`config.mk`:
```
export PLATFORM = sky130hd
export DESIGN_NAME = landing_runaway_throttle_cap_core_flat
export DESIGN_NICKNAME = d
export VERILOG_FILES = /design/src/lrtc_pkg.sv /design/src/lrtc_if.sv /design/src/lrtc_sequencer.sv /design/src/lrtc_datapath.sv /design/src/landing_runaway_throttle_cap_core.sv /design/src/flat_wrapper.sv
export SDC_FILE = /design/constraint.sdc
export NUM_CORES = 2
export LEC_CHECK = 0
export BUFFER_PORTS_ARGS = -buffer_cell sky130_fd_sc_hd__buf_4
export CAP_MARGIN = 40
export CORE_MARGIN = 3
export CORE_UTILIZATION = 58
export CTS_CLUSTER_SIZE = 40
export DETAILED_ROUTE_END_ITERATION = 6
export PLACE_DENSITY = 0.77
export SLEW_MARGIN = 20
export SYNTH_ARGS = -nofsm -noshare
export SYNTH_HDL_FRONTEND = slang
export SYNTH_HIERARCHICAL = 1
export SYNTH_SLANG_ARGS = --single-unit
```
`constraint.sdc`:
```
create_clock -name clk_i -period 11.4 [get_ports clk_i]
set_input_delay 1.71 -clock clk_i [delete_from_list [all_inputs] [get_ports clk_i]]
set_output_delay 1.71 -clock clk_i [all_outputs]
set_load 0.02 [all_outputs]
```
`src/lrtc_pkg.sv`:
```
// Shared types, constants and the microcode program of the landing runaway
// throttle cap block. No dependencies; every other source file imports it.
package lrtc_pkg;

  // Fixed-point constants (Q16.16 unless noted)
  localparam logic signed [32:0] RunawayClimb  = 33'sd655360;   // 10 m
  localparam logic signed [31:0] ShedClimbNeg  = -32'sd16384;   // -0.25 m/s
  localparam logic signed [32:0] IBandPos      = 33'sd65536;    // 1.0
  localparam logic signed [32:0] IBandNeg      = -33'sd65536;
  localparam logic signed [32:0] ErrSatPos     = 33'sd1048576;  // gain clamps beyond this
  localparam logic signed [32:0] ErrSatNeg     = -33'sd1048576;
  localparam logic [16:0]        IMax          = 17'd68813;     // 1.05
  localparam logic signed [18:0] OneQ          = 19'sd65536;
  localparam logic signed [18:0] GainMin       = -19'sd3277;    // -0.05
  localparam logic signed [18:0] GainMax       = 19'sd85197;    // 1.3
  localparam logic [20:0]        Div10Mul      = 21'd1677722;   // ceil(2^24 / 10)
  localparam logic [16:0]        TickPeriodRst = 17'd164;

  // Configuration register indexes
  localparam logic CfgOptionEnable = 1'b0;
  localparam logic CfgTickPeriod   = 1'b1;

  // Microcode step addresses
  localparam int unsigned StepW = 4;
  typedef logic [StepW-1:0] step_t;

  localparam step_t StepStart  = 4'd0;
  localparam step_t StepEngage = 4'd1;
  localparam step_t StepErr    = 4'd2;
  localparam step_t StepTrack  = 4'd3;
  localparam step_t StepMulTp  = 4'd4;
  localparam step_t StepInteg  = 4'd5;
  localparam step_t StepGain   = 4'd6;
  localparam step_t StepCeil   = 4'd7;
  localparam step_t StepEmit   = 4'd8;
  localparam step_t StepClear  = 4'd9;
  localparam step_t LastStep   = StepClear;

  // Datapath operations
  typedef enum logic [3:0] {
    OP_START,
    OP_ENGAGE,
    OP_ERR,
    OP_TRACK,
    OP_MUL_TP,
    OP_INTEG,
    OP_GAIN,
    OP_CEIL,
    OP_EMIT,
    OP_CLEAR
  } dp_op_e;

  // Jump conditions
  typedef enum logic [2:0] {
    CND_NEVER,
    CND_ALWAYS,
    CND_OPCODE,
    CND_NOT_ACTIVE,
    CND_NO_CAP
  } cond_e;

  typedef struct packed {
    dp_op_e op;
    cond_e  cond;
    step_t  target;
    logic   last;
  } ucode_t;

  // Status flags the sequencer branches on
  typedef struct packed {
    logic opcode;
    logic active;
    logic cap;
  } dp_flags_t;

  typedef struct packed {
    logic               opcode;
    logic               radio_failsafe;
    logic               gcs_failsafe;
    logic               ekf_failsafe;
    logic               armed;
    logic signed [31:0] baro_altitude;
    logic signed [31:0] baro_climb_rate;
    logic signed [31:0] desired_down_velocity;
    logic [19:0]        descent_speed;
    logic [15:0]        hover_throttle;
    logic [15:0]        throttle_in;
  } in_item_t;

  typedef struct packed {
    logic signed [16:0] throttle_out;
    logic               cap_latched;
    logic               failsafe_engaged;
    logic               engaged_event;
    logic               capped_event;
  } out_item_t;

  // Control store: one word per step
  function automatic ucode_t ucode_rom(step_t s);
    ucode_t w;
    case (s)
      StepStart:  w = '{OP_START,  CND_OPCODE,     StepClear, 1'b0};
      StepEngage: w = '{OP_ENGAGE, CND_NEVER,      StepStart, 1'b0};
      StepErr:    w = '{OP_ERR,    CND_NOT_ACTIVE, StepEmit,  1'b0};
      StepTrack:  w = '{OP_TRACK,  CND_NEVER,      StepStart, 1'b0};
      StepMulTp:  w = '{OP_MUL_TP, CND_NO_CAP,     StepEmit,  1'b0};
      StepInteg:  w = '{OP_INTEG,  CND_NEVER,      StepStart, 1'b0};
      StepGain:   w = '{OP_GAIN,   CND_NEVER,      StepStart, 1'b0};
      StepCeil:   w = '{OP_CEIL,   CND_NEVER,      StepStart, 1'b0};
      StepEmit:   w = '{OP_EMIT,   CND_NEVER,      StepStart, 1'b1};
      StepClear:  w = '{OP_CLEAR,  CND_ALWAYS,     StepEmit,  1'b0};
      default:    w = '{OP_EMIT,   CND_NEVER,      StepStart, 1'b1};
    endcase
    return w;
  endfunction

endpackage

```
`src/lrtc_if.sv`:
```
// Valid/ready channel interfaces for input and result transactions.
// Depends on lrtc_pkg for the payload types.
interface lrtc_in_if import lrtc_pkg::*; ();
  logic     valid;
  logic     ready;
  in_item_t data;

  modport source (output valid, output data, input ready);
  modport sink   (input valid, input data, output ready);
endinterface

interface lrtc_out_if import lrtc_pkg::*; ();
  logic      valid;
  logic      ready;
  out_item_t data;

  modport source (output valid, output data, input ready);
  modport sink   (input valid, input data, output ready);
endinterface

```
`src/lrtc_sequencer.sv`:
```
// Microcode sequencer: step counter, control store lookup and conditional jumps.
// Depends on lrtc_pkg (ucode_rom, step and flag types).
module lrtc_sequencer import lrtc_pkg::*; (
  input  logic      clk_i,
  input  logic      rst_ni,
  input  logic      start_i,
  input  logic      hold_i,
  input  dp_flags_t flags_i,
  output ucode_t    uc_o,
  output logic      exec_o,
  output logic      busy_o
);

  logic   busy_q, busy_d;
  step_t  step_q, step_d;
  ucode_t uc;
  logic   jump;

  assign uc = ucode_rom(step_q);

  // Branch condition select
  always_comb begin
    case (uc.cond)
      CND_NEVER:      jump = 1'b0;
      CND_ALWAYS:     jump = 1'b1;
      CND_OPCODE:     jump = flags_i.opcode;
      CND_NOT_ACTIVE: jump = !flags_i.active;
      CND_NO_CAP:     jump = !flags_i.cap;
      default:        jump = 1'b0;
    endcase
  end

  // Step counter; the last step waits for the result register to drain
  always_comb begin
    busy_d = busy_q;
    step_d = step_q;
    if (!busy_q) begin
      if (start_i) begin
        busy_d = 1'b1;
        step_d = StepStart;
      end
    end else if (uc.last) begin
      if (!hold_i) begin
        busy_d = 1'b0;
      end
    end else begin
      step_d = jump ? uc.target : step_q + 1'b1;
    end
  end

  always_ff @(posedge clk_i or negedge rst_ni) begin
    if (!rst_ni) begin
      busy_q <= 1'b0;
      step_q <= StepStart;
    end else begin
      busy_q <= busy_d;
      step_q <= step_d;
    end
  end

  assign uc_o   = uc;
  assign exec_o = busy_q && !(uc.last && hold_i);
  assign busy_o = busy_q;

  a_step_in_program: assert property (@(posedge clk_i) disable iff (!rst_ni)
    busy_q |-> step_q <= LastStep)
    else $error("sequencer step outside program");

  a_no_early_exit: assert property (@(posedge clk_i) disable iff (!rst_ni)
    busy_q && !uc.last |=> busy_q)
    else $error("sequencer left before last step");

endmodule

```
`src/lrtc_datapath.sv`:
```
// Datapath: latches, altitude minimum, PI integrator and ceiling, with one
// shared divide-by-ten unit. Depends on lrtc_pkg; driven by lrtc_sequencer.
module lrtc_datapath import lrtc_pkg::*; (
  input  logic        clk_i,
  input  logic        rst_ni,
  input  logic        exec_i,
  input  dp_op_e      op_i,
  input  in_item_t    item_i,
  input  logic        opt_en_i,
  input  logic [16:0] tick_i,
  output dp_flags_t   flags_o,
  output out_item_t   res_o
);

  // Architectural state
  logic               eng_q, eng_d;
  logic               cap_q, cap_d;
  logic               ev_eng_q, ev_eng_d;
  logic               ev_cap_q, ev_cap_d;
  logic signed [31:0] min_q, min_d;
  logic [16:0]        integ_q, integ_d;
  logic signed [17:0] ceil_q, ceil_d;

  // Scratch registers
  logic signed [21:0] err_q, err_d;
  logic               band_q, band_d;
  logic [32:0]        prod_q, prod_d;
  logic signed [17:0] g_q, g_d;

  logic signed [31:0] alt, climb, vdown;
  logic signed [32:0] err_full;
  logic signed [21:0] err_sat;
  logic               band;
  logic               err_neg;
  logic [20:0]        err_abs;
  logic               fs;
  logic               shed;
  logic signed [31:0] new_min;
  logic signed [32:0] rise;
  logic [20:0]        div_in;
  logic [41:0]        div_prod;
  logic [16:0]        div_q;
  logic signed [18:0] q_s;
  logic signed [18:0] integ_sum;
  logic signed [18:0] gain_sum;
  logic               g_neg;
  logic [16:0]        g_abs;
  logic [32:0]        c_prod;
  logic [16:0]        c_mag;
  logic               over;

  assign alt   = $signed(item_i.baro_altitude);
  assign climb = $signed(item_i.baro_climb_rate);
  assign vdown = $signed(item_i.desired_down_velocity);
  assign fs    = item_i.radio_failsafe | item_i.gcs_failsafe | item_i.ekf_failsafe;

  // Climb-rate error, saturated where the gain clamp makes the excess moot
  assign err_full = {climb[31], climb} + $signed({13'd0, item_i.descent_speed});
  always_comb begin
    if (err_full > ErrSatPos) begin
      err_sat = 22'(ErrSatPos);
    end else if (err_full < ErrSatNeg) begin
      err_sat = 22'(ErrSatNeg);
    end else begin
      err_sat = err_full[21:0];
    end
  end
  assign band = (err_full > IBandNeg) && (err_full < IBandPos);

  assign err_neg = err_q[21];
  assign err_abs = err_neg ? 21'(-err_q) : 21'(err_q);

  // Altitude minimum tracking and runaway detect
  assign shed    = vdown < ShedClimbNeg;
  assign new_min = (shed || alt < min_q) ? alt : min_q;
  assign rise    = {alt[31], alt} - {new_min[31], new_min};

  // Shared divide by ten: reciprocal multiply, exact for operands below 2^22
  assign div_in   = (op_i == OP_INTEG) ? {4'd0, prod_q[32:16]} : err_abs;
  assign div_prod = 42'(div_in) * 42'(Div10Mul);
  assign div_q    = div_prod[40:24];
  assign q_s      = err_neg ? -$signed({2'b00, div_q}) : $signed({2'b00, div_q});

  assign integ_sum = $signed({2'b00, integ_q}) + q_s;
  assign gain_sum  = OneQ - q_s - $signed({2'b00, integ_q});

  // Ceiling = gain * hover, truncated toward zero
  assign g_neg  = g_q[17];
  assign g_abs  = g_neg ? 17'(-g_q) : 17'(g_q);
  assign c_prod = 33'(g_abs) * 33'(item_i.hover_throttle);
  assign c_mag  = c_prod[32:16];

  // Operation decode
  always_comb begin
    eng_d    = eng_q;
    cap_d    = cap_q;
    ev_eng_d = ev_eng_q;
    ev_cap_d = ev_cap_q;
    min_d    = min_q;
    integ_d  = integ_q;
    ceil_d   = ceil_q;
    err_d    = err_q;
    band_d   = band_q;
    prod_d   = prod_q;
    g_d      = g_q;
    if (exec_i) begin
      case (op_i)
        OP_START: begin
          ev_eng_d = 1'b0;
          ev_cap_d = 1'b0;
        end
        OP_ENGAGE: begin
          if (!eng_q && opt_en_i && fs && item_i.armed) begin
            eng_d    = 1'b1;
            ev_eng_d = 1'b1;
            min_d    = alt;
          end
        end
        OP_ERR: begin
          err_d  = err_sat;
          band_d = band;
        end
        OP_TRACK: begin
          min_d = new_min;
          if (!cap_q && rise > RunawayClimb) begin
            cap_d    = 1'b1;
            ev_cap_d = 1'b1;
            integ_d  = '0;
          end
        end
        OP_MUL_TP: begin
          prod_d = 33'(err_abs[15:0]) * 33'(tick_i);
        end
        OP_INTEG: begin
          if (band_q) begin
            if (integ_sum < 0) begin
              integ_d = '0;
            end else if (integ_sum > $signed({2'b00, IMax})) begin
              integ_d = IMax;
            end else begin
              integ_d = integ_sum[16:0];
            end
          end
        end
        OP_GAIN: begin
          if (gain_sum < GainMin) begin
            g_d = 18'(GainMin);
          end else if (gain_sum > GainMax) begin
            g_d = 18'(GainMax);
          end else begin
            g_d = gain_sum[17:0];
          end
        end
        OP_CEIL: begin
          ceil_d = g_neg ? -$signed({1'b0, c_mag}) : $signed({1'b0, c_mag});
        end
        OP_CLEAR: begin
          eng_d = 1'b0;
          cap_d = 1'b0;
        end
        OP_EMIT: begin
        end
        default: begin
        end
      endcase
    end
  end

  always_ff @(posedge clk_i or negedge rst_ni) begin
    if (!rst_ni) begin
      eng_q    <= 1'b0;
      cap_q    <= 1'b0;
      ev_eng_q <= 1'b0;
      ev_cap_q <= 1'b0;
      min_q    <= '0;
      integ_q  <= '0;
      ceil_q   <= '0;
    end else begin
      eng_q    <= eng_d;
      cap_q    <= cap_d;
      ev_eng_q <= ev_eng_d;
      ev_cap_q <= ev_cap_d;
      min_q    <= min_d;
      integ_q  <= integ_d;
      ceil_q   <= ceil_d;
    end
  end

  always_ff @(posedge clk_i) begin
    err_q  <= err_d;
    band_q <= band_d;
    prod_q <= prod_d;
    g_q    <= g_d;
  end

  // Result and branch flags
  assign over = cap_q && ($signed({2'b00, item_i.throttle_in}) > ceil_q);

  assign res_o.throttle_out     = (!item_i.opcode && over) ? 17'(ceil_q)
                                                           : {1'b0, item_i.throttle_in};
  assign res_o.cap_latched      = cap_q;
  assign res_o.failsafe_engaged = eng_q;
  assign res_o.engaged_event    = ev_eng_q;
  assign res_o.capped_event     = ev_cap_q;

  assign flags_o.opcode = item_i.opcode;
  assign flags_o.active = eng_q && item_i.armed;
  assign flags_o.cap    = cap_q;

  a_cap_needs_engage: assert property (@(posedge clk_i) disable iff (!rst_ni)
    cap_q |-> eng_q)
    else $error("cap latched without engaged failsafe");

  a_integ_bounded: assert property (@(posedge clk_i) disable iff (!rst_ni)
    integ_q <= IMax)
    else $error("integrator above clamp");

endmodule

```
`src/landing_runaway_throttle_cap_core.sv`:
```
// Landing failsafe runaway throttle cap, top level.
// Paths: landing start/exit runs Start, Clear, Emit; inactive failsafe runs
// Start, Engage, Err, Emit; engaged adds Track, MulTp; capped adds Integ,
// Gain, Ceil. One datapath step per cycle, Emit waiting on the sink; no new
// input until the program ends. Reset (async, active low) clears latches,
// altitude minimum, integrator and ceiling; tick period 164.
module landing_runaway_throttle_cap_core import lrtc_pkg::*; (
  input  logic        clk_i,
  input  logic        rst_ni,
  lrtc_in_if.sink     in_i,
  lrtc_out_if.source  out_o,
  input  logic        cfg_we_i,
  input  logic [0:0]  cfg_idx_i,
  input  logic [16:0] cfg_data_i
);

  logic        opt_en_q;
  logic [16:0] tick_q;
  in_item_t    item_q;
  logic        out_valid_q, out_valid_d;
  out_item_t   out_q;

  logic        accept;
  logic        hold;
  logic        busy;
  logic        exec;
  logic        emit;
  ucode_t      uc;
  dp_flags_t   flags;
  out_item_t   res;

  // Configuration registers
  always_ff @(posedge clk_i or negedge rst_ni) begin
    if (!rst_ni) begin
      opt_en_q <= 1'b0;
      tick_q   <= TickPeriodRst;
    end else if (cfg_we_i) begin
      case (cfg_idx_i)
        CfgOptionEnable: opt_en_q <= cfg_data_i[0];
        CfgTickPeriod:   tick_q   <= cfg_data_i;
        default: begin
        end
      endcase
    end
  end

  // Input capture
  assign in_i.ready = !busy;
  assign accept     = in_i.valid && in_i.ready;

  always_ff @(posedge clk_i) begin
    if (accept) begin
      item_q <= in_i.data;
    end
  end

  assign hold = out_valid_q && !out_o.ready;
  assign emit = exec && (uc.op == OP_EMIT);

  lrtc_sequencer u_seq (
    .clk_i   (clk_i),
    .rst_ni  (rst_ni),
    .start_i (accept),
    .hold_i  (hold),
    .flags_i (flags),
    .uc_o    (uc),
    .exec_o  (exec),
    .busy_o  (busy)
  );

  lrtc_datapath u_dp (
    .clk_i    (clk_i),
    .rst_ni   (rst_ni),
    .exec_i   (exec),
    .op_i     (uc.op),
    .item_i   (item_q),
    .opt_en_i (opt_en_q),
    .tick_i   (tick_q),
    .flags_o  (flags),
    .res_o    (res)
  );

  // Result register
  always_comb begin
    out_valid_d = out_valid_q;
    if (emit) begin
      out_valid_d = 1'b1;
    end else if (out_o.ready) begin
      out_valid_d = 1'b0;
    end
  end

  always_ff @(posedge clk_i or negedge rst_ni) begin
    if (!rst_ni) begin
      out_valid_q <= 1'b0;
    end else begin
      out_valid_q <= out_valid_d;
    end
  end

  always_ff @(posedge clk_i) begin
    if (emit) begin
      out_q <= res;
    end
  end

  assign out_o.valid = out_valid_q;
  assign out_o.data  = out_q;

  a_cap_event_latched: assert property (@(posedge clk_i) disable iff (!rst_ni)
    out_o.valid && out_o.data.capped_event |-> out_o.data.cap_latched)
    else $error("capped event without cap latched");

endmodule

```
`src/flat_wrapper.sv`:
```
// flat-port wrapper written by rule: the top's interface ports become plain ports
module landing_runaway_throttle_cap_core_flat import lrtc_pkg::*;
  (clk_i, rst_ni, cfg_we_i, cfg_idx_i, cfg_data_i, in_i_valid, in_i_data, in_i_ready, out_o_valid, out_o_data, out_o_ready);
  lrtc_in_if in_i_i ();
  lrtc_out_if out_o_i ();
  input  logic clk_i;
  input  logic rst_ni;
  input  logic cfg_we_i;
  input  logic [0:0] cfg_idx_i;
  input  logic [16:0] cfg_data_i;
  input wire logic [$bits(in_i_i.valid)-1:0] in_i_valid;
  input wire logic [$bits(in_i_i.data)-1:0] in_i_data;
  output wire logic [$bits(in_i_i.ready)-1:0] in_i_ready;
  output wire logic [$bits(out_o_i.valid)-1:0] out_o_valid;
  output wire logic [$bits(out_o_i.data)-1:0] out_o_data;
  input wire logic [$bits(out_o_i.ready)-1:0] out_o_ready;
  assign in_i_i.valid = in_i_valid;
  assign in_i_i.data = in_i_data;
  assign in_i_ready = in_i_i.ready;
  assign out_o_valid = out_o_i.valid;
  assign out_o_data = out_o_i.data;
  assign out_o_i.ready = out_o_ready;
  landing_runaway_throttle_cap_core u_core (.clk_i(clk_i), .rst_ni(rst_ni), .in_i(in_i_i), .out_o(out_o_i), .cfg_we_i(cfg_we_i), .cfg_idx_i(cfg_idx_i), .cfg_data_i(cfg_data_i));
endmodule
```
Word-level counts from Yosys, hierarchy flattened
Memory sizes are Yosys's and may differ from the RTL's.
Cells that the tools add are included.

cells by class
  $lt $le $gt $ge = 12
  bitwise logic cells = 3
  add/subtract/negate cells = 10
  multiply operators = 3
  div/mod/pow operators = 0
  shift-type cells = 0
  mux-type cells = 33
  equal/unequal tests = 17
  reduce and logical (&&, ||, !) cells = 45

operator list
  operator                  count
  $mux W17                  5
  $mux W32                  2
  $pmux W32 S2              1
  $mux W21                  2
  $mul A21 B20 Y40 const B  1
  $gt A19 B18 Y1 const B    2
  $mux W18                  2
  $pmux W17 S2              1
  $add A32 B21 Y33          1
  $gt A33 B17 Y1 const B    1
  $gt A33 B21 Y1 const B    1
  $gt A33 B22 Y1 const B    1
  $lt A33 B18 Y1 const B    1
  $lt A33 B21 Y1 const B    1
  $mul A16 B17 Y33          1
  $mul A17 B16 Y33          1
  $sub A32 B32 Y33          1
  $lt A32 B15 Y1 const B    1
  $lt A32 B32 Y1            1
  $mux W22                  1
  $neg A21 Y21              1
  $add A18 B19 Y19          1
  $lt A19 B1 Y1 const B     1
  $lt A19 B13 Y1 const B    1
  32 further kinds          91

word-level totals
  ROM bits = 160
  memory bits (writable) = 0
  latch bits = 0
  register bits after elaboration = 343
  memories kept = 1
  logic and storage cells = 159

memory list
  memory            words  width  rd ports  clocked after Yosys merged registers in  write ports  RTL line         source
  (name not given)  16     10     1         0                                        0            lrtc_pkg.sv:101  case (s)

Depth between registers and ports, before layout
  depth in word-level cells = 12
  gate-level depth with buffers = 53
  depth with buffers taken out = 49

Cells and area by module
Netlist, hierarchy kept.

by module, submodules not included
  module                             area each (sq um)  cells each  instances  seq. area each (sq um)
  lrtc_datapath                      38265.4            4349        1          3518.4
  landing_runaway_throttle_cap_core  6024.5             221         1          5704.2
  lrtc_sequencer                     553.0              70          1          125.1

Least setup slack after synthesis
Ideal clock, no wire load.

  path type = register to register
  start point = reg u_core.u_seq.step_q[1]
  end point = reg u_core.u_dp.g_q[13], data pin
  slack = -217 ps
  arrival time = 11351 ps
  cell stages (with the launch flop) = 51
  required time = 11135 ps
  cells stage by stage = dfrtp_1 inv_1 ha_1 nand2b_1 and2_1 clkbuf_1 nor2_1 nor3b_2 clkbuf_1 clkbuf_1 nor2_1 nor2_1 ha_1 xor2_1 ha_1 a21o_1 ha_1 inv_1 (+15 left out) buf_2 or2_2 o31ai_1 xnor2_1 inv_1 ha_1 ha_1 a21o_1 a21o_1 a221oi_1 o21a_1 nor3_1 a21o_1 a21o_1 and4_1 o21ai_0 buf_2 o21ai_0

RTL lines
  element                 RTL line              source
  start, declared         lrtc_sequencer.sv:15  step_t step_q, step_d;
  start signal, assigned  lrtc_sequencer.sv:54  step_q <= StepStart;
  start signal, assigned  lrtc_sequencer.sv:57  step_q <= step_d;
  end signal, assigned    lrtc_datapath.sv:193  g_q <= g_d;
  end, declared           lrtc_datapath.sv:28   logic signed [17:0] g_q, g_d;

Final worst setup path
  start point = reg u_core.u_dp.err_q[5]
  end point = reg u_core.u_dp.g_q[0], data pin

on the way
  cells in the longest elaborated chain, start to end = 10
  elaborated cells between the ends (all ways) = 11

ends and longest elaborated chain
  element                                           RTL line                                    source
  start, declared                                   lrtc_datapath.sv:25                         logic signed [21:0] err_q, err_d;
  start signal, assigned                            lrtc_datapath.sv:190                        err_q <= err_d;
  $neg A21 Y21                                      lrtc_datapath.sv:71                         assign err_abs = err_neg ? 21'(-err_q) : 21'(err_q);
  $mux W21 *                                        lrtc_datapath.sv:71
  $mux W21 *                                        lrtc_datapath.sv:79                         assign div_in = (op_i == OP_INTEG) ? {4'd0, prod_q[32:16]} : err_abs;
  $mul A21 B20 Y40 *                                lrtc_datapath.sv:80                         assign div_prod = 42'(div_in) * 42'(Div10Mul);
  $neg A17 Y19                                      lrtc_datapath.sv:82                         assign q_s = err_neg ? -$signed({2'b00, div_q}) : $signed({2'b00, div_q});
  $mux W19 *                                        lrtc_datapath.sv:82
  $sub A18 B19 Y19 *                                lrtc_datapath.sv:85                         assign gain_sum = OneQ - q_s - $signed({2'b00, integ_q});
  $sub A19 B18 Y19 *                                lrtc_datapath.sv:85
  $lt A19 B13 Y1 or $gt A19 B18 Y1 (tied branches)  lrtc_datapath.sv:146, lrtc_datapath.sv:148
  $reduce_or A2 Y1 (no line)                        n/a

Mark *: on every way between the ends. The rest lies on a longest branch, timed or not.
A chain may end at the register's enable or synchronous reset.

==> reports/metrics.cfg <==
[outcome]
run_status = finished, final reports clean

[global_route]
grt_pass1_wl_um = 183000
antenna_found_initial = 2
grt-ovfl-total = 0
via_count_of_the_first_global_routing_pass = 35800
grt_usage = 0.286
grt_start_max_net_pins = 66

[clock_network]
tritoncts = done
clk_latency_ns = 0.59
cts_buffers = 38
cts.sinks = 313
clkSlewWorstSetupHoldPaths_ns = 0.06
ctsRootBufferMaster = sky130_fd_sc_hd__clkbuf_16
clock_path_buffers = 3
cts_max_level = 2

[setup_path]
category_of_the_most_critical_setup_path = reg2reg
r2r_cells = 46
critical_path.endpoint_type = flop
cp.arrival_ns = 11.63
critical-path-max-stage-delay_ns = 0.57
r2r_start = u_core/u_dp/err_q[5]$_SDFFCE_PP0P_
critPathMaxFanout = 5
cpLargestDelayFamily = adder cells
critical_path.reg2reg.endpoint = u_core/u_dp/g_q[0]$_SDFFCE_PP1P_
cp.buffers_inverters = 9
cp_slowest_cell = sky130_fd_sc_hd__or4_4
start_kind = flop
timing.reg2reg.setup_slack_ns = 0.09
worst_path_most_repeated_cell = sky130_fd_sc_hd__fa_1
required_ns = 11.72

[placed_design]
place.gp.congestion = 0.965
placedCellCount = 5878
portBuffers = 184
dpl.hpwl_um = 88800

[layout]
layout.cells.non_filler = 5985
mostFrequentLayoutCells = sky130_fd_sc_hd__inv_1, sky130_fd_sc_hd__fa_1, sky130_fd_sc_hd__ha_1
drive_above_1_share = 0.168
final_common_cell = sky130_fd_sc_hd__inv_1
finalNetCount = 6275
layout-area-overhead-vs-synth_pct = 15.6

[timing]
tightestPinTransition_ns = 0.861
final.period_utilization = 0.992
final-max-slew-violation-count = 0
grt_setup_unrepaired = yes
hold_viol_final = 0
report.final.setup_viol = 0
maxClockFrequency_ghz = 0.0884
relSlewSlack = 0.411
timing.final.crit_period_ns = 11.31
clock_skew_ns = 0.0469

[min_path]
hold_path_depth = 0
holdPathEnd = u_core/out_o.data[0]$_DFFE_PP_
worstHoldPathType = reg2reg
worst_hold_startpoint = u_core/u_dp/ev_cap_q$_DFFE_PN0P_

[detailed_routing]
drt-wirelength-per-cell_um = 19.1
post_drt_via_cell_ratio = 5.80
dr_total_vias = 34700
route.detailed.drc = 0
detailedRoute.firstPassIterationCount = 6
detail_route.wirelength_um = 114000
antenna_violating_nets_post_route = 0
drt_first_iter_violations = 2230

[die]
effective_utilization_at_floorplan = 0.591
chipHeight_um = 283
die_area_mm2 = 0.0799
pin_count = 199
rows = 100
chipWidth_um = 283
core_area_mm2 = 0.0751

[synthesis]
netlist_area_mm2 = 0.0444
ys.warnings.count = 6
syn_inst = 4618
mappedNetlistNets = 5908
synth_area_per_cell_um2 = 9.61

[flow_run]
max_cap_viol_count = 0

==> worst max-delay path by stage <==
stage / start / to / slack (ns) / cells after the start
6_report: u_core/u_dp/err_q[5]$_SDFFCE_PP0P_ / u_core/u_dp/g_q[0]$_SDFFCE_PP1P_ / 0.09 / 46
5_1_grt: u_core/u_dp/err_q[8]$_SDFFCE_PP0P_ / u_core/u_dp/g_q[0]$_SDFFCE_PP1P_ / -0.28 / 46
4_1_cts: u_core/u_dp/err_q[5]$_SDFFCE_PP0P_ / u_core/u_dp/g_q[4]$_SDFFCE_PP1P_ / 0.02 / 48
3_5_place_dp: u_core/u_dp/err_q[5]$_SDFFCE_PP0P_ / u_core/u_dp/integ_q[4]$_DFFE_PN0P_ / -0.30 / 44
3_3_place_gp: u_core/u_dp/err_q[5]$_SDFFCE_PP0P_ / u_core/u_dp/g_q[1]$_SDFFCE_PP1P_ / -0.12 / 44
2_1_floorplan: u_core/u_dp/err_q[5]$_SDFFCE_PP0P_ / u_core/u_dp/g_q[13]$_SDFFCE_PP1P_ / 0.0008 / 45
==> sequential cells by signal, indices dropped and copies added (netlist names), 4 cells and up <==
name / count
u_core/u_dp/prod_q: 17
u_core/u_dp/g_q: 18
u_core/u_dp/ceil_q: 18
u_core/item_q: 139
u_core/u_dp/err_q: 22
u_core/u_dp/integ_q: 17
u_core/tick_q: 17
u_core/u_seq/step_q: 4
u_core/u_dp/min_q: 32
u_core/out_o.data: 21
==> metrics by stage <==
step / instance area, um2 / hold WS [ns] / setup WS, ns / TNS (ns) / utilization
6_report: 51300 / 0.454 / 0.0885 / 0 / 0.683
3_3_place_gp: 48300 / 0.432 / -0.119 / -1.79 / 0.644
3_5_place_dp: 48500 / 0.432 / -0.303 / -7.18 / 0.647
5_1_grt: 51300 / 0.477 / -0.283 / -6.09 / 0.683
2_1_floorplan: 44400 / 0.467 / 0.000775 / 0 / -
4_1_cts: 50000 / 0.461 / 0.0153 / 0 / 0.666
==> what timing repair did <==
action                                  CTS  global route
buffers inserted                          3            27
pin swaps                                 5            98
gates resized for setup                  40           195
endpoints found under the setup margin   35            35
hold buffers                              0             0
gates cloned                              1             2
==> final cells by class <==
class                      count  area, um2
multi-input combinational   3365      33100
fill                        5743      23800
sequential                   313       8930
timing repair buffer         476       3770
inverter                     791       2980
tap                          969       1210
clock buffer                  54       1040
clock inverter                16        253
antenna                        1       2.50
==> routing by layer <==
layer / track usage / share of wire / vias up
li1: - / - / 16000
met2: 0.470 / 0.47 / 1262
met4: 0.0778 / 0.027 / 0
met5: 0 / 0 / -
met3: 0.0480 / 0.077 / 225
met1: 0.396 / 0.43 / 17200
Power is left out: the tool's default activity adds up to more than one toggle a clock period on the data nets, which glitch-free logic cannot reach.
